File: src/hdl/svpwm_mm_pkg.sv
// shared types, constants and formats of the min/max injection pwm block
package svpwm_mm_pkg;

    localparam int DUTY_FRAC_BITS = 15;
    localparam int QUO_W          = DUTY_FRAC_BITS + 1;
    localparam int DIV_STAGES     = QUO_W;
    localparam int P_W            = 35;
    localparam int DEN_W          = 34;
    localparam int REM_W          = 35;

    localparam logic signed [17:0] SQRT3_HALF_Q16 = 18'sd56756;
    localparam logic [15:0]        BUS_MIN_RAW    = 16'd256;

    localparam logic [1:0] STATUS_OK      = 2'd0;
    localparam logic [1:0] STATUS_OVERMOD = 2'd1;
    localparam logic [1:0] STATUS_BAD_BUS = 2'd2;

    typedef struct packed {
        logic signed [15:0] v_alpha;
        logic signed [15:0] v_beta;
        logic [15:0]        v_bus;
    } in_t;

    typedef struct packed {
        logic [15:0] duty_a;
        logic [15:0] duty_b;
        logic [15:0] duty_c;
        logic [1:0]  status;
    } out_t;

    typedef struct packed {
        logic [2:0]             neg;
        logic [2:0][REM_W-1:0]  rem;
        logic [2:0][QUO_W-1:0]  quo;
        logic [DEN_W-1:0]       den;
        logic                   ovm;
        logic                   bad;
    } div_t;

endpackage

File: src/hdl/svpwm_mm_div_stage.sv
// one restoring division step for the three phase quotients
module svpwm_mm_div_stage
    import svpwm_mm_pkg::*;
(
    input  logic clk,
    input  logic rst_n,
    input  logic in_valid,
    output logic in_stall,
    input  div_t in_data,
    output logic out_valid,
    input  logic out_stall,
    output div_t out_data
);

    logic valid_reg;
    logic adv;
    div_t d_next;
    div_t d_reg;

    assign adv       = !valid_reg || !out_stall;
    assign in_stall  = !adv;
    assign out_valid = valid_reg;

    // compare, subtract, shift in the quotient bit
    always_comb
    begin
        logic             ge;
        logic [REM_W-1:0] r1;
        d_next = in_data;
        for (int i = 0; i < 3; i++)
        begin
            ge = in_data.rem[i] >= REM_W'(in_data.den);
            r1 = ge ? in_data.rem[i] - REM_W'(in_data.den) : in_data.rem[i];
            d_next.rem[i] = r1 << 1;
            d_next.quo[i] = {in_data.quo[i][QUO_W-2:0], ge};
        end
    end

    always_ff @(posedge clk or negedge rst_n)
    begin
        if (!rst_n)
        begin
            valid_reg <= 1'b0;
        end
        else if (adv)
        begin
            valid_reg <= in_valid;
        end
    end

    always_ff @(posedge clk)
    begin
        if (adv && in_valid)
        begin
            d_reg <= d_next;
        end
    end

    assign out_data = d_reg;

endmodule

File: config.mk
export PLATFORM = sky130hd
export DESIGN_NAME = svpwm_mm_div_stage
export DESIGN_NICKNAME = d
export VERILOG_FILES = /design/src/hdl/svpwm_mm_pkg.sv /design/src/hdl/svpwm_mm_div_stage.sv
export SDC_FILE = /design/constraint.sdc
export NUM_CORES = 1
export LEC_CHECK = 0
export BUFFER_PORTS_ARGS = -buffer_cell sky130_fd_sc_hd__buf_2
export CAP_MARGIN = 20
export CORE_MARGIN = 1.5
export CORE_UTILIZATION = 40
export CTS_BUF_LIST = sky130_fd_sc_hd__clkbuf_4 sky130_fd_sc_hd__clkbuf_8
export DETAILED_ROUTE_END_ITERATION = 8
export GPL_TIMING_DRIVEN = 1
export HOLD_SLACK_MARGIN = 0.03
export PLACE_DENSITY = 0.72
export SLEW_MARGIN = 20
export SYNTH_ARGS = -nofsm -noshare
export SYNTH_HDL_FRONTEND = slang
export SYNTH_SLANG_ARGS = --single-unit
File: constraint.sdc
create_clock -name clk -period 8.8 [get_ports clk]
set_input_delay 1.76 -clock clk [delete_from_list [all_inputs] [get_ports clk]]
set_output_delay 1.76 -clock clk [all_outputs]
set_load 0.1 [all_outputs]
==> impl_metrics.json <==
{
  "status": "finished, final reports clean",
  "synth.distinct_cells": 69,
  "routedWlPerCell_um": 20.3,
  "cp_common_cell": "a31oi_4",
  "h-tree-depth": 4,
  "place_area_mm2": 0.0147,
  "finalInstanceArea_mm2": 0.0151,
  "cts_sinks": 190,
  "rsz0062_at_grt": "false",
  "synth.avg_cell_area_um2": 10.7,
  "via_per_inst": 5.45,
  "core-area_mm2": 0.0304,
  "yosysMostFrequentCell": "edfxtp_1",
  "grt_usage_pct": 23.9,
  "dr.pass1.iters": 5,
  "netlist_instances": 1149,
  "die-area_mm2": 0.0319,
  "arrival_ps": 5700,
  "cts_tree": "yes",
  "cp_max_fo": 22,
  "power_uw": 2960,
  "crit_family": "compound AO/OA/AOI/OAI gates",
  "vdd.ir_drop.worst_uv": 81.2,
  "relSlewSlack_pct": 34.4,
  "overflow": 0,
  "pin_count": 390,
  "ys_top_cells_by_count": "edfxtp_1, nand2_1, ha_1",
  "clockBufferDepth": 2,
  "synth_edf_count": 189,
  "clkTransAtPathRegs_ps": 90,
  "antenna_found_initial": 9,
  "finalCritPeriodShare_pct": 61.9,
  "cap_violations": 0,
  "port_buffers": 383,
  "dp_cells": 1904,
  "fmax_mhz": 184,
  "path_buf_inv": 3,
  "clock_skew_ps": 17.9,
  "end_kind": "flip-flop",
  "cts_root_buffer": "clkbuf_8",
  "ys_ff_latch": 190,
  "drive_above_1_share_pct": 30.8,
  "post_cts_resized": 0,
  "final_nets": 1828,
  "min_period_ps": 5450,
  "power_leakage_uw": 0.00667,
  "yosysWarnings": 0,
  "area_growth_pct": 22.1,
  "startpoint_type": "primary input",
  "postCtsSetupRepairBufs": 0,
  "cpMaxStageDelayCell": "a31oi_4",
  "row_count": 64,
  "drc": 0,
  "synth_area_leader_cell": "edfxtp_1",
  "crit_required_ps": 9050,
  "grt_start_max_net_pins": 78,
  "insertion_delay_ps": 500,
  "die_w_um": 179,
  "path_class": "in -> reg",
  "hold_buffers": 0,
  "antenna_left": 0,
  "yosysTopAreaCellShare_pct": 46.0,
  "grt_pass1_wl_um": 56300,
  "wirelength_um": 39400,
  "cp_cell_sequence": "buf_2, inv_1, ha_1, nor2b_1, o21bai_1, a31oi_1, o21ai_1, a21oi_2, nor3b_4, a31oi_4, a31oi_4, buf_4, mux2_2",
  "grt_pass1_vias": 10300,
  "layout.cells.non_filler": 1944,
  "die_y_um": 179,
  "synth_area_mm2": 0.0123,
  "tightest_slew_ps": 984,
  "slew_violations": 0,
  "cts_buffers": 17,
  "drt-initial-drc-count": 505,
  "finalHoldViolations": 0,
  "cellPowerDensity_mw_per_mm2": 196,
  "vias": 10600,
  "gp_congestion": 0.895,
  "synthArstFlopShare_pct": 0.526,
  "initial_core_util_pct": 40.5,
  "whs_ps": 766,
  "ff2ff_setup_slack_ps": 5990,
  "place_hpwl_um": 31800,
  "slowest_delay_ps": 620,
  "hold_class": "reg -> reg",
  "synth_seq_area_share_pct": 46.2,
  "setup_tns_ps": 0,
  "synthTopCellsByArea": "edfxtp_1, ha_1, o21ai_0",
  "ys.flop_type": "edfxtp_1",
  "setup_violations": 0
}
-- power breakdown --
| group | internal [µW] | switching, µW |
|---|---|---|
| combinational | 316 | 937 |
| sequential | 1100 | 19.4 |
| clock | 248 | 332 |
-- worst reg2reg max path, stage by stage (launching register included) --
cell	delay, ps
dfrtp_1	380
and2_1	220
nor2b_4	570
buf_4	580
buf_4	660
-- stage by stage --
step	util (%)	setup WS, ps
final	49.5	3350
after global routing	49.4	3200
after CTS	49.4	3400
after detailed placement	48.2	2870
after global placement	48.2	2920
after floorplan	-	1020
-- layout by cell type, fill, tap and decap left out, types with 18 or more instances in the layout --
cell type / instances
nand2_1: 123
buf_2: 383
edfxtp_1: 189
inv_1: 55
a21o_1: 51
mux2_4: 25
a21oi_1: 79
ha_1: 102
xnor2_1: 40
and3_1: 21
nor2_1: 47
clkbuf_8: 18
xor2_1: 46
o21ai_0: 101
nand3_1: 19
-- per-layer routing --
metal | track usage [%] | vias up | wire length, µm
met5 | 0 | - | 7
met4 | 8.89 | 2 | 959
met3 | 5.35 | 57 | 2680
met2 | 42.4 | 397 | 19800
met1 | 27.9 | 5053 | 16000
li1 | - | 5079 | -
-- path summary, 6_finish.rpt --
check                                 from            end  cells after the start
max in group asynchronous            rst_n      out_valid                      1
worst min-delay path             out_valid      out_valid                      2
worst max register to register   out_valid  out_data[178]                      4
worst min register to register   out_valid      out_valid                      2
worst max-delay path            in_data[3]  out_data[124]                     13
min in group asynchronous            rst_n      out_valid                      1
-- layout make-up --
type / instances / area (µm²)
Fill cell: 2854 / 15400
Multi-Input combinational cell: 874 / 6300
Sequential cell: 190 / 5700
Timing Repair Buffer: 389 / 1960
Tap cell: 396 / 495
Clock buffer: 23 / 285
Inverter: 55 / 206
Clock inverter: 9 / 90.1
Antenna cell: 8 / 20.0
-- registers in the layout, summed over array words and instances, names as in the netlist --
| name | count |
|---|---|
| out_valid | 1 |
| out_data | 189 |
-- cell families (layout without fill, tap and decap cells) --
group / after synthesis / in the layout / share of synthesized area (%)
XOR/XNOR: 86 / 86 / 6.11
buffers and inverters: 87 / 476 / 2.97
flip-flops: 190 / 190 / 46.2
AO/OA/AOI/OAI: 351 / 351 / 18.1
other: 1 / 11 / 0.0304
AND/OR/NAND/NOR: 288 / 288 / 11.2
adder cells (fa/ha/maj): 105 / 105 / 10.8
multiplexers: 41 / 41 / 4.46
(Power assumes the default switching activity.)
