`config.mk`:
```
export PLATFORM = sky130hd
export DESIGN_NAME = svpwm_mm_front
export DESIGN_NICKNAME = d
export VERILOG_FILES = /design/src/hdl/svpwm_mm_pkg.sv /design/src/hdl/svpwm_mm_front.sv
export SDC_FILE = /design/constraint.sdc
export NUM_CORES = 1
export LEC_CHECK = 0
export BUFFER_PORTS_ARGS = -buffer_cell sky130_fd_sc_hd__buf_2
export CAP_MARGIN = 20
export CORE_MARGIN = 2
export CORE_UTILIZATION = 40
export CTS_CLUSTER_DIAMETER = 40
export CTS_CLUSTER_SIZE = 24
export DETAILED_ROUTE_END_ITERATION = 12
export SYNTH_ARGS = -nofsm -noshare
export SYNTH_HDL_FRONTEND = slang
export SYNTH_SLANG_ARGS = --single-unit
```
`constraint.sdc`:
```
create_clock -name clk -period 10.28 [get_ports clk]
set_clock_uncertainty 0.05 [all_clocks]
set_input_delay 1.028 -clock clk [delete_from_list [all_inputs] [get_ports clk]]
set_output_delay 1.028 -clock clk [all_outputs]
set_load 0.03 [all_outputs]
```
`src/hdl/svpwm_mm_pkg.sv`:
```
// shared types, constants and formats of the min/max injection pwm block
package svpwm_mm_pkg;

    localparam int DUTY_FRAC_BITS = 15;
    localparam int QUO_W          = DUTY_FRAC_BITS + 1;
    localparam int DIV_STAGES     = QUO_W;
    localparam int P_W            = 35;
    localparam int DEN_W          = 34;
    localparam int REM_W          = 35;

    localparam logic signed [17:0] SQRT3_HALF_Q16 = 18'sd56756;
    localparam logic [15:0]        BUS_MIN_RAW    = 16'd256;

    localparam logic [1:0] STATUS_OK      = 2'd0;
    localparam logic [1:0] STATUS_OVERMOD = 2'd1;
    localparam logic [1:0] STATUS_BAD_BUS = 2'd2;

    typedef struct packed {
        logic signed [15:0] v_alpha;
        logic signed [15:0] v_beta;
        logic [15:0]        v_bus;
    } in_t;

    typedef struct packed {
        logic [15:0] duty_a;
        logic [15:0] duty_b;
        logic [15:0] duty_c;
        logic [1:0]  status;
    } out_t;

    typedef struct packed {
        logic [2:0]             neg;
        logic [2:0][REM_W-1:0]  rem;
        logic [2:0][QUO_W-1:0]  quo;
        logic [DEN_W-1:0]       den;
        logic                   ovm;
        logic                   bad;
    } div_t;

endpackage

```
`src/hdl/svpwm_mm_front.sv`:
```
// front end: clarke products, phase values, min/max, numerators and divisor
module svpwm_mm_front
    import svpwm_mm_pkg::*;
(
    input  logic clk,
    input  logic rst_n,
    input  logic in_valid,
    output logic in_stall,
    input  in_t  in_data,
    output logic out_valid,
    input  logic out_stall,
    output div_t out_data
);

    logic [3:0] valid_reg;
    logic [3:0] adv;

    // per-stage advance, bubbles collapse
    assign adv[3]    = !valid_reg[3] || !out_stall;
    assign adv[2]    = !valid_reg[2] || adv[3];
    assign adv[1]    = !valid_reg[1] || adv[2];
    assign adv[0]    = !valid_reg[0] || adv[1];
    assign in_stall  = !adv[0];
    assign out_valid = valid_reg[3];

    always_ff @(posedge clk or negedge rst_n)
    begin
        if (!rst_n)
        begin
            valid_reg <= '0;
        end
        else
        begin
            if (adv[0]) valid_reg[0] <= in_valid;
            if (adv[1]) valid_reg[1] <= valid_reg[0];
            if (adv[2]) valid_reg[2] <= valid_reg[1];
            if (adv[3]) valid_reg[3] <= valid_reg[2];
        end
    end

    // stage a: alpha scaling and the sqrt3/2 product
    logic signed [31:0] u_reg;
    logic signed [33:0] w_reg;
    logic signed [33:0] w_next;
    logic [15:0]        bus_a_reg;

    assign w_next = SQRT3_HALF_Q16 * in_data.v_beta;

    always_ff @(posedge clk)
    begin
        if (adv[0] && in_valid)
        begin
            u_reg     <= 32'(in_data.v_alpha) <<< 15;
            w_reg     <= w_next;
            bus_a_reg <= in_data.v_bus;
        end
    end

    // stage b: inverse clarke phase values
    logic signed [P_W-1:0] pa_reg, pb_reg, pc_reg;
    logic [15:0]           bus_b_reg;
    logic signed [P_W-1:0] u_ext, w_ext;

    assign u_ext = P_W'(u_reg);
    assign w_ext = P_W'(w_reg);

    always_ff @(posedge clk)
    begin
        if (adv[1] && valid_reg[0])
        begin
            pa_reg    <= u_ext <<< 1;
            pb_reg    <= w_ext - u_ext;
            pc_reg    <= -u_ext - w_ext;
            bus_b_reg <= bus_a_reg;
        end
    end

    // stage c: max and min of the three phases
    logic signed [P_W-1:0] qa_reg, qb_reg, qc_reg, max_reg, min_reg;
    logic signed [P_W-1:0] max_ab, min_ab;
    logic [15:0]           bus_c_reg;

    assign max_ab = (pb_reg > pa_reg) ? pb_reg : pa_reg;
    assign min_ab = (pb_reg < pa_reg) ? pb_reg : pa_reg;

    always_ff @(posedge clk)
    begin
        if (adv[2] && valid_reg[1])
        begin
            qa_reg    <= pa_reg;
            qb_reg    <= pb_reg;
            qc_reg    <= pc_reg;
            max_reg   <= (pc_reg > max_ab) ? pc_reg : max_ab;
            min_reg   <= (pc_reg < min_ab) ? pc_reg : min_ab;
            bus_c_reg <= bus_b_reg;
        end
    end

    // stage d: span, divisor choice, bus check and centered numerators
    logic [DEN_W-1:0]      span;
    logic [DEN_W-1:0]      bus_den;
    logic                  ovm;
    logic signed [P_W:0]   num [3];
    logic signed [P_W:0]   mid;
    logic signed [P_W-1:0] q [3];
    div_t                  d_next;
    div_t                  d_reg;

    assign span    = DEN_W'(max_reg - min_reg);
    assign bus_den = DEN_W'({bus_c_reg, 16'b0});
    assign ovm     = span > bus_den;
    assign mid     = (P_W+1)'(max_reg) + (P_W+1)'(min_reg);
    assign q[0]    = qa_reg;
    assign q[1]    = qb_reg;
    assign q[2]    = qc_reg;

    always_comb
    begin
        d_next     = '0;
        d_next.den = ovm ? span : bus_den;
        d_next.ovm = ovm;
        d_next.bad = bus_c_reg < BUS_MIN_RAW;
        for (int i = 0; i < 3; i++)
        begin
            num[i]        = ((P_W+1)'(q[i]) <<< 1) - mid;
            d_next.neg[i] = num[i][P_W];
            d_next.rem[i] = num[i][P_W] ? REM_W'(-num[i]) : REM_W'(num[i]);
        end
    end

    always_ff @(posedge clk)
    begin
        if (adv[3] && valid_reg[2])
        begin
            d_reg <= d_next;
        end
    end

    assign out_data = d_reg;

endmodule

```
==> flow_summary.ini, run 1 <==
[status]
status = finished, final reports clean

[finish]
largest_reg_flops = 134
diodes = 0
regArea_um2 = 13800
multiInputGateArea_um2 = 21800
drive_above_1_share = 0.113
nFillCells = 8921
nets = 4448
syn2layout_area_growth_pct = 11.6
final_cell_mix = edfxtp_1 (455), inv_1 (423), ha_1 (387)
layout_commonest_cell = edfxtp_1

[clock_tree]
clk_pin_slew_ns = 0.06
cts_tree = done
cts.sinks = 459
cts_resized = 0
insertion_delay_ns = 0.66
h-tree-depth = 2
cts_buffer_depth = 3
hold_buffers = 0
post_cts_buffers = 0
root_buffer = clkbuf_16
cts_buffers = 61

[timing]
rsz0062_at_grt = no
slew-limit-headroom = 0.329
slew_viol_final = 0
timing.fmax_ghz = 0.129
period_share = 0.757
fin_crit_ns = 7.78
tightest_slew_ns = 0.997
setup_violations = 0
fin_tns_setup_ns = 0
hold_viol = 0

[detailed_routing]
drcViolationCount = 0
drt_iter0_markers = 2354
vias_per_cell = 5.25
post_drt_wl_per_cell_um = 18.0
antenna_left = 0
drtPass1Iterations = 6
routed_wl_um = 93400
vias = 27300

[global_route]
track_usage = 0.188
grt_pass1_vias = 26000
grt_max_degree = 163
antenna_found_initial = 8
grt_pass1_wl_um = 145000
grt.overflow.total = 0

[worst_setup_path]
r2r-start = min_reg[2]
r2r_slack_ns = 2.50
crit_fanout = 16
required_ns = 10.64
start_kind = flip-flop
endpoint_kind = flip-flop
endpoint = out_data[19]
worstSetupStartpoint = min_reg[2]
r2r_cells = 26
crit_type = reg2reg
r2r_end = out_data[19]
worst_path_largest_cell_delay_ns = 0.78
arrival_ns = 8.14
slowest_stage = nor4_1

[floorplan]
die_w_um = 311
dieArea_um2 = 96900
rows = 112
start_util = 0.404
core_region_area_um2 = 93500
die_y_um = 311
io_pins = 246

[yosys]
ys_types = 112
synth_cells = 3716
synth_top_area_share = 0.362
ys.flop_type = edfxtp_1
synthArstFlopShare = 0.00871
synth_top_area_cell = edfxtp_1
synthTopCellsByArea = edfxtp_1 (36%), ha_1 (13%), fa_1 (6.6%)
ys_seq_area_frac = 0.364
syn_area_per_cell_um2 = 10.2
netlist_area_um2 = 37800
synth_warnings = 0
synth_seq_cells = 459
synth_edf_count = 455

[place]
io_buffers = 189
gp_congestion = 0.909
dp_hpwl_um = 75700

[min_path]
hp-class = in2async

[job]
cap_violations = 0
-- logic make-up after synthesis --
| family | Yosys count | synth area share |
|---|---|---|
| AOI/OAI and AO/OA | 873 | 0.156 |
| xor gates and xnor gates | 319 | 0.0759 |
| adders and majority gates | 539 | 0.202 |
| buffers and inverters | 593 | 0.0665 |
| DFF | 459 | 0.364 |
| muxes | 88 | 0.0238 |
| other | 1 | 0.0000992 |
| and+or+nand+nor | 844 | 0.112 |
-- worst min path at each step --
| stage | slack, ns | to | depth (start not counted) |
|---|---|---|---|
| finish | 0.12 | valid_reg[1] | 1 |
| global placement | 0.36 | bus_c_reg[4] | 0 |
| CTS | 0.08 | valid_reg[1] | 1 |
| global route | 0.1 | valid_reg[1] | 1 |
| detailed placement | 0.35 | bus_b_reg[4] | 0 |
| floorplan | 0.35 | bus_b_reg[0] | 0 |
-- through the flow --
stage	area, µm²	hold WS (ns)	util	instances	worst slack [ns]
after floorplan	38000	0.350	-	3771	1.14
after global placement	39900	0.356	0.427	5074	2.61
after detailed placement	39900	0.355	0.427	5074	2.55
after CTS	42100	0.0804	0.451	5190	2.55
after global routing	42200	0.0969	0.451	5191	2.20
final	42200	0.121	0.451	5191	2.50
-- critical path, delay by kind of cell (launching register included) --
kind | cells | cell delay [ns]
buffers and inverters | 1 | 0.27
muxes | 1 | 0.28
adders and majority gates | 2 | 0.88
xor gates and xnor gates | 1 | 0.10
DFF | 1 | 0.43
and+or+nand+nor | 6 | 1.76
AOI/OAI and AO/OA | 15 | 3.74
-- layer usage --
layer	track usage	routed length (µm)	part of all wire	up-vias
met1	0.263	43700	0.47	12900
li1	-	-	-	13600
met3	0.0252	4720	0.051	119
met5	0	108	0.0012	-
met4	0.0430	1870	0.020	16
met2	0.310	43100	0.46	655
-- synth_stat cells (19+ instances only) --
master	number
a21o_1	63
a21oi_1	291
a221oi_1	38
a31oi_1	34
and2_1	34
and3_1	31
buf_2	19
buf_4	69
clkbuf_1	65
edfxtp_1	455
fa_1	124
ha_1	388
inv_1	423
maj3_1	20
mux2i_1	72
nand2_1	163
nand2b_1	39
nand3_1	64
nand4_1	38
nor2_1	246
nor2b_1	40
nor3_1	58
nor4_1	22
o211ai_1	21
o21a_1	44
o21ai_0	121
o21ai_1	19
o21bai_1	36
o221ai_1	21
o31ai_1	21
or2_2	22
or3_1	33
xnor2_1	219
xor2_1	92
-- cell type report --
class | instances | share of cell area
repair buffers | 208 | 0.0269
multi-input cells | 2719 | 0.517
well taps | 1254 | 0.0372
clock inverters | 55 | 0.0177
clock buffers | 61 | 0.0362
flip-flops and latches | 459 | 0.326
inverters | 435 | 0.0388
Power of run 1 is not shown: default switching activity piles up to over one toggle a cycle in this logic, so the estimate is an artifact.
==> inputs of run 2 (changes only) <==
==> constraint.sdc (replaced) <==
create_clock -name clk -period 6.7 [get_ports clk]
set_clock_uncertainty 0.05 [all_clocks]
set_input_delay 0.67 -clock clk [delete_from_list [all_inputs] [get_ports clk]]
set_output_delay 0.67 -clock clk [all_outputs]
set_load 0.03 [all_outputs]
==> run 2 against run 1 <==
  * Global-route usage increased by 0.24 points
  * Worst setup slack got worse by 2.2 ns
  * Final cell count increased by 3.9%
  * Critical path depth increased by 1
  * Routed wire length increased by 0.25%
  * Clock-buffer cell count increased by 11
  * Register-to-register slack got worse by 2.2 ns
  * Core utilization increased by 2.2 points
  * Sequential share of layout area decreased by 1.5 points
  * Sequential cell count unchanged
==> flow_summary.ini, run 2 (synthesis results as in run 1) <==
[global_route]
grt_pass1_vias = 26900
grt.overflow.total = 0
track_usage = 0.191
grt_pass1_wl_um = 147000
grt_max_degree = 163
antenna_found_initial = 7

[clock_tree]
root_buffer = clkbuf_16
cts_tree = done
insertion_delay_ns = 0.64
cts_buffers = 69
cts.sinks = 459
cts_buffer_depth = 3
clk_pin_slew_ns = 0.06
h-tree-depth = 3

[detailed_routing]
vias_per_cell = 5.18
drcViolationCount = 0
post_drt_wl_per_cell_um = 17.4
drt_iter0_markers = 1967
drtPass1Iterations = 6
vias = 27900
routed_wl_um = 93700
antenna_left = 0

[timing]
tightest_slew_ns = 1.04
period_share = 0.952
slew_viol_final = 0
slew-limit-headroom = 0.309
hold_viol = 0
setup_violations = 0
timing.fmax_ghz = 0.157
fin_tns_setup_ns = 0
fin_crit_ns = 6.38

[floorplan]
die_y_um = 311
rows = 112
start_util = 0.404
die_w_um = 311
core_region_area_um2 = 93500
dieArea_um2 = 96900
io_pins = 246

[worst_setup_path]
slowest_stage = or4_4
r2r-start = min_reg[3]
endpoint_kind = flip-flop
crit_type = reg2reg
worstSetupStartpoint = min_reg[3]
required_ns = 7.03
r2r_slack_ns = 0.32
crit_fanout = 5
start_kind = flip-flop
r2r_cells = 27
r2r_end = out_data[188]
arrival_ns = 6.71
worst_path_largest_cell_delay_ns = 0.53

[min_path]
hold-path-endpoint = u_reg[19]
hp-class = in2reg
min_from = in_data[36]
holdPathStages = 1

[finish]
largest_reg_flops = 134
nets = 4648
diodes = 0
drive_above_1_share = 0.167
fin_util = 0.474
finalNonFillerCells = 5395
final_cell_mix = edfxtp_1 (455), inv_1 (422), ha_1 (381)
syn2layout_area_growth_pct = 17.1
layout_commonest_cell = edfxtp_1

[job]
cap_violations = 0

[status]
status = finished, final reports clean

[place]
dp_hpwl_um = 76400
gp_congestion = 0.924
io_buffers = 189
placed_cells = 5255
## run 2: cell count changes in the layout (fill, tap and decap cells not counted), moves of 8 or more
cell / change
clkinv_8: -8
a21oi_1: -10
clkbuf_16: +8
buf_4: +185
a21oi_2: +9
## run 2: layout make-up
type,count,area [µm²]
inverter,435,1640
clock buffer,72,1750
clock inverter,56,832
fill,8836,49200
timing repair buffer,400,2640
tap,1254,1570
sequential,459,13800
multi-input combinational,2719,22100
## run 2: per-layer routing
| layer | part of all wire | track usage |
|---|---|---|
| met1 | 0.47 | 0.263 |
| met4 | 0.022 | 0.0508 |
| met2 | 0.46 | 0.313 |
| met5 | 0.00084 | 0 |
| met3 | 0.049 | 0.0269 |
## run 2: worst max path at each step
stage               endpoint  slack, ns  cells after the start
2_1_floorplan    min_reg[22]      0.009                     36
3_3_place_gp       w_reg[32]      -0.10                     25
3_5_place_dp   out_data[153]      -0.11                     27
4_1_cts         out_data[32]       0.03                     29
5_1_grt        out_data[187]     -0.006                     27
6_report       out_data[188]       0.32                     27
## run 2: critical path: cells and delay by family (launching register included)
kind / cells / cell delay (ns)
simple gates: 10 / 2.03
flops: 1 / 0.42
fa+ha+maj: 4 / 1.36
xor+xnor: 2 / 0.27
buf+inv: 3 / 0.42
compound gates: 8 / 1.53
## run 2: through the flow
step	cell area, µm²	worst slack, ns	hold WS, ns
floorplan	38000	0.00876	0.324
finish	44300	0.321	0.154
global route	44300	-0.00571	0.134
CTS	43900	0.0306	0.115
detailed placement	41300	-0.110	0.355
global placement	41300	-0.103	0.352
## run 2: what timing repair did
| item | 4_1_cts | 5_1_grt |
|---|---|---|
| gates cloned | 0 | 0 |
| resized for setup | 5 | 54 |
| pin swaps | 4 | 28 |
| buffers inserted | 1 | 10 |
| hold buffers | 1 | 0 |
| endpoints found under the setup margin | 3 | 173 |
| hold endpoints to repair | 4 | 0 |
Power of run 2 is left out for the same reason.
