### src/hdl/svpwm_mm_pkg.sv
// shared types, constants and formats of the min/max injection pwm block
package svpwm_mm_pkg;

    localparam int DUTY_FRAC_BITS = 15;
    localparam int QUO_W          = DUTY_FRAC_BITS + 1;
    localparam int DIV_STAGES     = QUO_W;
    localparam int P_W            = 35;
    localparam int DEN_W          = 34;
    localparam int REM_W          = 35;

    localparam logic signed [17:0] SQRT3_HALF_Q16 = 18'sd56756;
    localparam logic [15:0]        BUS_MIN_RAW    = 16'd256;

    localparam logic [1:0] STATUS_OK      = 2'd0;
    localparam logic [1:0] STATUS_OVERMOD = 2'd1;
    localparam logic [1:0] STATUS_BAD_BUS = 2'd2;

    typedef struct packed {
        logic signed [15:0] v_alpha;
        logic signed [15:0] v_beta;
        logic [15:0]        v_bus;
    } in_t;

    typedef struct packed {
        logic [15:0] duty_a;
        logic [15:0] duty_b;
        logic [15:0] duty_c;
        logic [1:0]  status;
    } out_t;

    typedef struct packed {
        logic [2:0]             neg;
        logic [2:0][REM_W-1:0]  rem;
        logic [2:0][QUO_W-1:0]  quo;
        logic [DEN_W-1:0]       den;
        logic                   ovm;
        logic                   bad;
    } div_t;

endpackage

### src/hdl/svpwm_mm_out.sv
// output stage: rounding, centering at one half, clamp and status
module svpwm_mm_out
    import svpwm_mm_pkg::*;
(
    input  logic clk,
    input  logic rst_n,
    input  logic in_valid,
    output logic in_stall,
    input  div_t in_data,
    output logic out_valid,
    input  logic out_stall,
    output out_t out_data
);

    localparam int                HALF_INT = 1 << (DUTY_FRAC_BITS - 1);
    localparam int                ONE_INT  = 1 << DUTY_FRAC_BITS;
    localparam logic signed [QUO_W+1:0] HALF = (QUO_W+2)'(HALF_INT);
    localparam logic signed [QUO_W+1:0] ONE  = (QUO_W+2)'(ONE_INT);

    logic valid_reg;
    logic adv;
    out_t o_next;
    out_t o_reg;
    logic [15:0] duty [3];

    assign adv       = !valid_reg || !out_stall;
    assign in_stall  = !adv;
    assign out_valid = valid_reg;

    // round half away from zero, then clamp to [0, 1]
    always_comb
    begin
        logic [QUO_W:0]          qr;
        logic signed [QUO_W+1:0] d;
        for (int i = 0; i < 3; i++)
        begin
            qr = ((QUO_W+1)'(in_data.quo[i]) + (QUO_W+1)'(1)) >> 1;
            d  = in_data.neg[i] ? HALF - (QUO_W+2)'(qr) : HALF + (QUO_W+2)'(qr);
            if (d < 0)
                d = '0;
            else if (d > ONE)
                d = ONE;
            duty[i] = in_data.bad ? 16'(HALF_INT) : 16'(d);
        end
        o_next.duty_a = duty[0];
        o_next.duty_b = duty[1];
        o_next.duty_c = duty[2];
        if (in_data.bad)
            o_next.status = STATUS_BAD_BUS;
        else if (in_data.ovm)
            o_next.status = STATUS_OVERMOD;
        else
            o_next.status = STATUS_OK;
    end

    always_ff @(posedge clk or negedge rst_n)
    begin
        if (!rst_n)
        begin
            valid_reg <= 1'b0;
        end
        else if (adv)
        begin
            valid_reg <= in_valid;
        end
    end

    always_ff @(posedge clk)
    begin
        if (adv && in_valid)
        begin
            o_reg <= o_next;
        end
    end

    assign out_data = o_reg;

endmodule
### config.mk
export PLATFORM = sky130hd
export DESIGN_NAME = svpwm_mm_out
export DESIGN_NICKNAME = d
export VERILOG_FILES = /design/src/hdl/svpwm_mm_pkg.sv /design/src/hdl/svpwm_mm_out.sv
export SDC_FILE = /design/constraint.sdc
export NUM_CORES = 1
export LEC_CHECK = 0
export ABC_AREA = 1
export BUFFER_PORTS_ARGS = -buffer_cell sky130_fd_sc_hd__buf_2
export CORE_ASPECT_RATIO = 0.7
export CORE_UTILIZATION = 43
export CTS_BUF_LIST = sky130_fd_sc_hd__clkbuf_2 sky130_fd_sc_hd__clkbuf_4 sky130_fd_sc_hd__clkbuf_8
export DETAILED_ROUTE_END_ITERATION = 12
export GPL_ROUTABILITY_DRIVEN = 0
export HOLD_SLACK_MARGIN = 0.06
export PLACE_DENSITY = 0.81
export REMOVE_ABC_BUFFERS = 1
export SLEW_MARGIN = 20
export SYNTH_ARGS = -nofsm -noshare
export SYNTH_HDL_FRONTEND = slang
export SYNTH_SLANG_ARGS = --single-unit
### constraint.sdc
create_clock -name clk -period 4.3 [get_ports clk]
set_clock_uncertainty 0.2 [all_clocks]
set_input_delay 0 -clock clk [delete_from_list [all_inputs] [get_ports clk]]
set_output_delay 0 -clock clk [all_outputs]
set_load 0.02 [all_outputs]
==> summary.txt, run 1 <==
# diodes: 0
outcome: completed
FF-to-FF End: out_data[14]
first-pass GRT wire length: 19490 µm
total number of H-tree levels: 2
Worst path depth: 19
fraction of registers with async set or reset after synthesis: 0.01961
number of global-route vias before repair: 4427
clk_lat worst skew: 0.30 ns
min cycle time layout: 3.391 ns
synth cell count leaders: nand2_1 (283), nor2_1 (116), inv_1 (113), nand3_1 (67), edfxtp_1 (50)
Seq pwr share: 0.444
largest delay contributor family on the critical path: buffers and inverters
Longest Clk Path Bufs: 2
Leak: 3.133 nW
unique cell type count in the Yosys netlist: 33
Crit-path slowest cell: dlygate4sd3_1
slew at the pin with the worst max-slew slack: 0.7848 ns
initial antenna violation count: 0
# IOs: 248
Mapped Area: 0.004997 mm²
core area: 0.01117 mm²
Fmax: 294.9 MHz
Peak VDD IR: 0.1316 mV
cell taking the most area after synthesis: edfxtp_1
CP Buf/Inv Count: 4
Vias per Instance: 4.794
Setup Viol. Count Final: 0
Clock power frac: 0.258
Max Slew Vio Count: 0
CTS tree: built
Sink Count: 51
Initial Util: 0.4474
crit share post-route: 0.7886
Setup crit end kind: flip-flop
nets@finish: 1124
TNS Setup: 0 ns
CTS resizes: 0
Mean Syn Cell Area: 6.318 µm²
Worst Setup Path Type: in -> reg
DP HPWL: 9454 µm
Initial DRT Pass Iterations: 5
total wire length: 11690 µm
Setup crit start: in_data[37]
Max-slew headroom: 0.4756
max-cap violation count: 0
total grt overflow: 0
arrival time worst endpoint: 3.35 ns
top cell type's share of synthesized area: 0.3005
Synth Register Bits: 51
fillcell total: 1058
dominant cells by area after synthesis: edfxtp_1 (30%), nand2_1 (21%), nor2_1 (8.7%), inv_1 (8.5%), nand3_1 (6.7%)
Root Buffer: clkbuf_8
Top FF cell, synth: edfxtp_1
port buffer count: 108
Warnings, synthesis: 0
CP required: 4.26 ns
combinational power share: 0.298
# rows: 32
clock buffer count from CTS: 5
Starting DRT DRC Count: 292
Int Pwr: 0.8912 mW
chip width: 130.9 µm
worst path cell trace: dlygate4sd3_1 > buf_2 > ha_1 > dlygate4sd3_1 > inv_1 > ha_1 > o21ai_0 > nand2_1 > a21oi_1 > nand2_1 > nor2_1 > nand3_1 > nor2_1 > nand2_1 > nor2_1 > nand3_1 > nand2_1 > nand2_2 > nor2_1
Area Growth Syn to Fin: 19.18%
CP Max Fanout: 14
Critical Path Max Stage Delay: 0.56 ns
Sw Share: 0.3280
FF-to-FF Start: out_valid
Post-synth EDFFs: 50
Worst R2R Path Depth: 4
ANT nets after route: 0
clk slew on worst S/H paths: 0.09 ns
R2R setup slack: 2.19 ns
detailed-route via count: 5115
Wirelength per Cell: 10.95 µm
Power Density: 222.7 mW/mm²
Die Footprint: 0.01206 mm²
HP Class: in -> reg
top-count cell post-synth: nand2_1
unrepaired setup endpoints after global routing: false
final hold vios: 0
Global Route Usage Sum: 0.1988
critical path endpoint: out_data[41]
Tot Pwr: 1.326 mW
DRC viols: 0
Post-Syn Instances: 791
NetSw: 0.4349 mW
Worst setup SP type: input port
Die Ht: 92.20 µm
Seq/Total Area, Yosys: 0.3055
largest net degree at the start of global routing: 29
share of layout cells above drive strength 1: 0.1816
cell usage in the layout, fill, tap and decap left out, types with 10 or more instances in the layout:
cell / count
xor2_1: 11
nor2_1: 115
ha_1: 15
nand2_2: 14
nor2_4: 10
nand3b_1: 10
nor2_2: 15
nand2_1: 283
dlygate4sd3_1: 15
nand3_1: 67
edfxtp_1: 50
buf_2: 108
nand4_1: 25
inv_1: 113
o21ai_0: 16
tightest hold or removal path: cells and delay by family:
kind          cells  cell delay [ns]
buf+inv           1             0.11
simple gates      4             0.36
registers in the layout (all words and copies together), names as in the netlist:
register	cells
out_valid	1
out_data	50
worst min-delay path by stage:
stage                       from      endpoint  slack, ns  cells after the start
global placement           rst_n     out_valid      -0.42                      1
detailed placement         rst_n     out_valid      -0.42                      1
global route        in_data[191]  out_data[15]       0.09                      4
finish               in_data[73]   out_data[6]       0.07                      5
CTS                  in_data[73]   out_data[6]       0.06                      5
floorplan                  rst_n     out_valid      -0.50                      0
final cells by class:
class / count / area (µm²) / area share
multi-input combinational: 617 / 2998 / 0.5034
sequential: 51 / 1526 / 0.2563
timing repair buffer: 124 / 698.2 / 0.1172
inverter: 114 / 427.9 / 0.07185
tap: 153 / 191.4 / 0.03214
clock buffer: 6 / 76.32 / 0.01282
clock inverter: 2 / 37.54 / 0.006303
power groups by stage:
stage	clock [mW]	combinational [mW]	sequential, mW
2_1_floorplan	0	0.219	0.638
3_3_place_gp	0	0.371	0.600
3_5_place_dp	0	0.380	0.600
4_1_cts	0.346	0.394	0.589
5_1_grt	0.366	0.449	0.592
6_report	0.343	0.395	0.589
metrics by stage:
| step | area, µm² | util | hold slack [ns] | instances | worst slack (ns) |
|---|---|---|---|---|---|
| 2_1_floorplan | 4945 | - | -0.4956 | 782 | 0.8609 |
| 3_3_place_gp | 5692 | 0.5095 | -0.4244 | 1044 | 1.359 |
| 3_5_place_dp | 5692 | 0.5095 | -0.4232 | 1044 | 1.300 |
| 4_1_cts | 5956 | 0.5332 | 0.06064 | 1067 | 0.9428 |
| 5_1_grt | 5956 | 0.5332 | 0.09300 | 1067 | 0.5602 |
| 6_report | 5956 | 0.5332 | 0.07163 | 1067 | 0.9089 |
logic make-up (layout without fill, tap and decap cells):
| group | after synthesis | after routing | share of synthesized area |
|---|---|---|---|
| flip-flops | 51 | 51 | 0.3055 |
| adder cells (fa/ha/maj) | 15 | 15 | 0.03756 |
| AO/OA/AOI/OAI | 38 | 38 | 0.04657 |
| XOR/XNOR | 13 | 13 | 0.02278 |
| AND/OR/NAND/NOR | 551 | 551 | 0.4915 |
| buffers and inverters | 123 | 246 | 0.09614 |
per-layer routing:
layer  share of wire  global-route usage
met2            0.42              0.3131
met1            0.51              0.2839
met4           0.012             0.03257
met3           0.054             0.03734
met5               0                   0
timing repair:
action                    4_1_cts  5_1_grt
setup buffers                   0        0
hold endpoints to repair       18        0
hold buffers                   15        0
Note: power is estimated with default switching activity, not from simulation.
==> inputs of run 2 (changes only) <==
--- a/config.mk
+++ b/config.mk
@@ -13,7 +13,7 @@
 export DETAILED_ROUTE_END_ITERATION = 12
 export GPL_ROUTABILITY_DRIVEN = 0
 export HOLD_SLACK_MARGIN = 0.06
-export PLACE_DENSITY = 0.81
+export PLACE_DENSITY = 0.84
 export REMOVE_ABC_BUFFERS = 1
 export SLEW_MARGIN = 20
 export SYNTH_ARGS = -nofsm -noshare
==> constraint.sdc (replaced) <==
create_clock -name clk -period 2.9 [get_ports clk]
set_clock_uncertainty 0.2 [all_clocks]
set_input_delay 0 -clock clk [delete_from_list [all_inputs] [get_ports clk]]
set_output_delay 0 -clock clk [all_outputs]
set_load 0.02 [all_outputs]
==> run 2 against run 1 <==
Net effect: die area is the same; wire length up 0.96%; worst hold slack got worse by 0.0068 ns; highest routed layer unchanged; sequential power up 48%; non-clock buffer count is 18 higher; sequential share of layout area down 0.86 points; largest power group unchanged; power grew 44%; critical path depth decreased by 1; clock-buffer cell count stayed put; first-iteration DRC count shrank 12%.
==> summary.txt, run 2 (synthesized netlist as in run 1, its figures left out) <==
min cycle time layout: 2.764 ns
commonest non-fill, non-tap cell in the layout: nand2_1
Worst setup SP type: input port
area of the multi-input gates: 0.003103 mm² (+3.5%)
register area: 0.001526 mm² (unchanged)
DRC viols: 0 (unchanged)
Wirelength per Cell: 10.86 µm (-0.81%)
# IOs: 248 (unchanged)
fin worst setup slack: 0.1357 ns (-0.7732 ns)
Area Growth Syn to Fin: 23.33%
CP required: 2.86 ns (-1.40 ns)
Peak VDD IR: 0.2100 mV (+60%)
max-cap violation count: 0 (unchanged)
R2R setup slack: 1.34 ns (-0.85 ns)
share of layout cells above drive strength 1: 0.2219 (+0.04025)
Die Ht: 92.20 µm (unchanged)
fin util: 0.5517 (+0.01859)
nets@finish: 1143 (+1.7%)
Worst Setup Path Type: in -> reg
CTS tree: built
core area: 0.01117 mm² (unchanged)
Leak: 3.232 nW (+3.2%)
Starting DRT DRC Count: 258 (-12%)
clock buffer count from CTS: 5 (unchanged)
Largest register FFs: 50 (unchanged)
clk_lat worst skew: 0.29 ns (about the same)
total wire length: 11800 µm (+0.96%)
commonest non-fill, non-tap cells in the layout: nand2_1 (280), inv_1 (112), nor2_1 (110)
HP Class: in -> reg
detailed-route via count: 5185 (+1.4%)
initial antenna violation count: 0 (unchanged)
# rows: 32 (unchanged)
Max Slew Vio Count: 0 (unchanged)
clk slew on worst S/H paths: 0.09 ns (about the same)
Hold Path Depth: 5 (unchanged)
Fmax: 361.8 MHz
Sink Count: 51 (unchanged)
Power Density: 309.3 mW/mm² (+39%)
Die Footprint: 0.01206 mm² (unchanged)
dpl ws: 0.1019 ns (-1.198 ns)
Initial DRT Pass Iterations: 5 (unchanged)
total grt overflow: 0 (unchanged)
CP Max Fanout: 7 (-7)
Root Buffer: clkbuf_8
slew at the pin with the worst max-slew slack: 0.5543 ns (-0.2305 ns)
Longest Clk Path Bufs: 2 (unchanged)
Worst R2R Path Depth: 4 (unchanged)
TNS Setup: 0 ns (unchanged)
first-pass GRT wire length: 18770 µm (-3.6%)
ANT nets after route: 0 (unchanged)
Initial Util: 0.4474 (unchanged)
Setup Viol. Count Final: 0 (unchanged)
total number of H-tree levels: 2 (unchanged)
largest net degree at the start of global routing: 31 (+6.9%)
Setup crit end kind: flip-flop
arrival time worst endpoint: 2.72 ns (-0.63 ns)
fillcell total: 1099 (+3.9%)
Vias per Instance: 4.774 (-0.40%)
crit share post-route: 0.9532
# diodes: 0 (unchanged)
final hold vios: 0 (unchanged)
Max-slew headroom: 0.6305 (+0.1549)
chip width: 130.9 µm (unchanged)
outcome: completed
DP HPWL: 9551 µm (+1.0%)
unrepaired setup endpoints after global routing: true
port buffer count: 108 (unchanged)
number of global-route vias before repair: 4350 (-1.7%)
Global Route Usage Sum: 0.1905 (-0.008247)
[run 2: cell types whose count changed in the layout (fill, tap and decap cells not counted), sizes merged]
cell / before / now
nand2: 300 / 301
clkinv: 1 / 2
bufinv: 1 / 0
dlymetal6s4s: 0 / 1
dlygate4sd3: 15 / 9
buf: 109 / 132
[run 2: final timing paths]
kind                             start            to
max in group asynchronous        rst_n     out_valid
max reg2reg                  out_valid  out_data[18]
min reg2reg                  out_valid  out_data[29]
min                        in_data[58]  out_data[23]
min in group asynchronous        rst_n     out_valid
max                        in_data[68]   out_data[3]
[run 2: worst max-delay path, cell delays in order]
cell and delay, ns:
buf_2 0.13, ha_1 0.28, dlygate4sd3_1 0.56, inv_2 0.06, ha_2 0.26, o21ai_2 0.16, nand3_1 0.10, nor2_1 0.11
nand2_1 0.07, nor2_2 0.10, nand2_1 0.05, inv_1 0.07, nand3_1 0.09, nor2_1 0.14, nand3_1 0.13, nand2_4 0.16
nand2_8 0.10, nor2_4 0.13
[run 2: final cells by class]
| cell class | count | area share |
|---|---|---|
| inverter | 114 | 0.06943 |
| sequential | 51 | 0.2477 |
| clock inverter | 2 | 0.002030 |
| timing repair buffer | 142 | 0.1340 |
| clock buffer | 6 | 0.01238 |
| tap | 153 | 0.03106 |
| multi-input combinational | 618 | 0.5035 |
[run 2: routing by layer]
metal	track usage	up-vias	wire length (µm)
li1	-	2792	-
met1	0.2680	2258	5946
met2	0.3108	125	5223
met3	0.03151	10	541
met4	0.02586	0	88
met5	0	-	0
[run 2: power breakdown]
group | internal, mW | total (mW) | leakage [nW] | switching, mW
logic | 0.219 | 0.628 | 2.68 | 0.409
registers | 0.860 | 0.873 | 0.506 | 0.0128
clock network | 0.179 | 0.405 | 0.0446 | 0.226
[run 2: stage by stage]
step | area [µm²] | hold WS [ns] | total power [mW] | cells
after floorplan | 4945 | -0.4956 | 1.271 | 782
after global placement | 5819 | -0.4238 | 1.453 | 1061
after detailed placement | 5819 | -0.4246 | 1.465 | 1061
after CTS | 6008 | 0.06365 | 1.880 | 1079
after global routing | 6163 | 0.09254 | 2.035 | 1086
final | 6163 | 0.06484 | 1.906 | 1086
[run 2: repair_timing]
action	CTS	global route
resized for setup	0	27
hold endpoints to repair	13	0
setup buffers	0	7
hold buffers	10	0
setup endpoints to repair	0	28
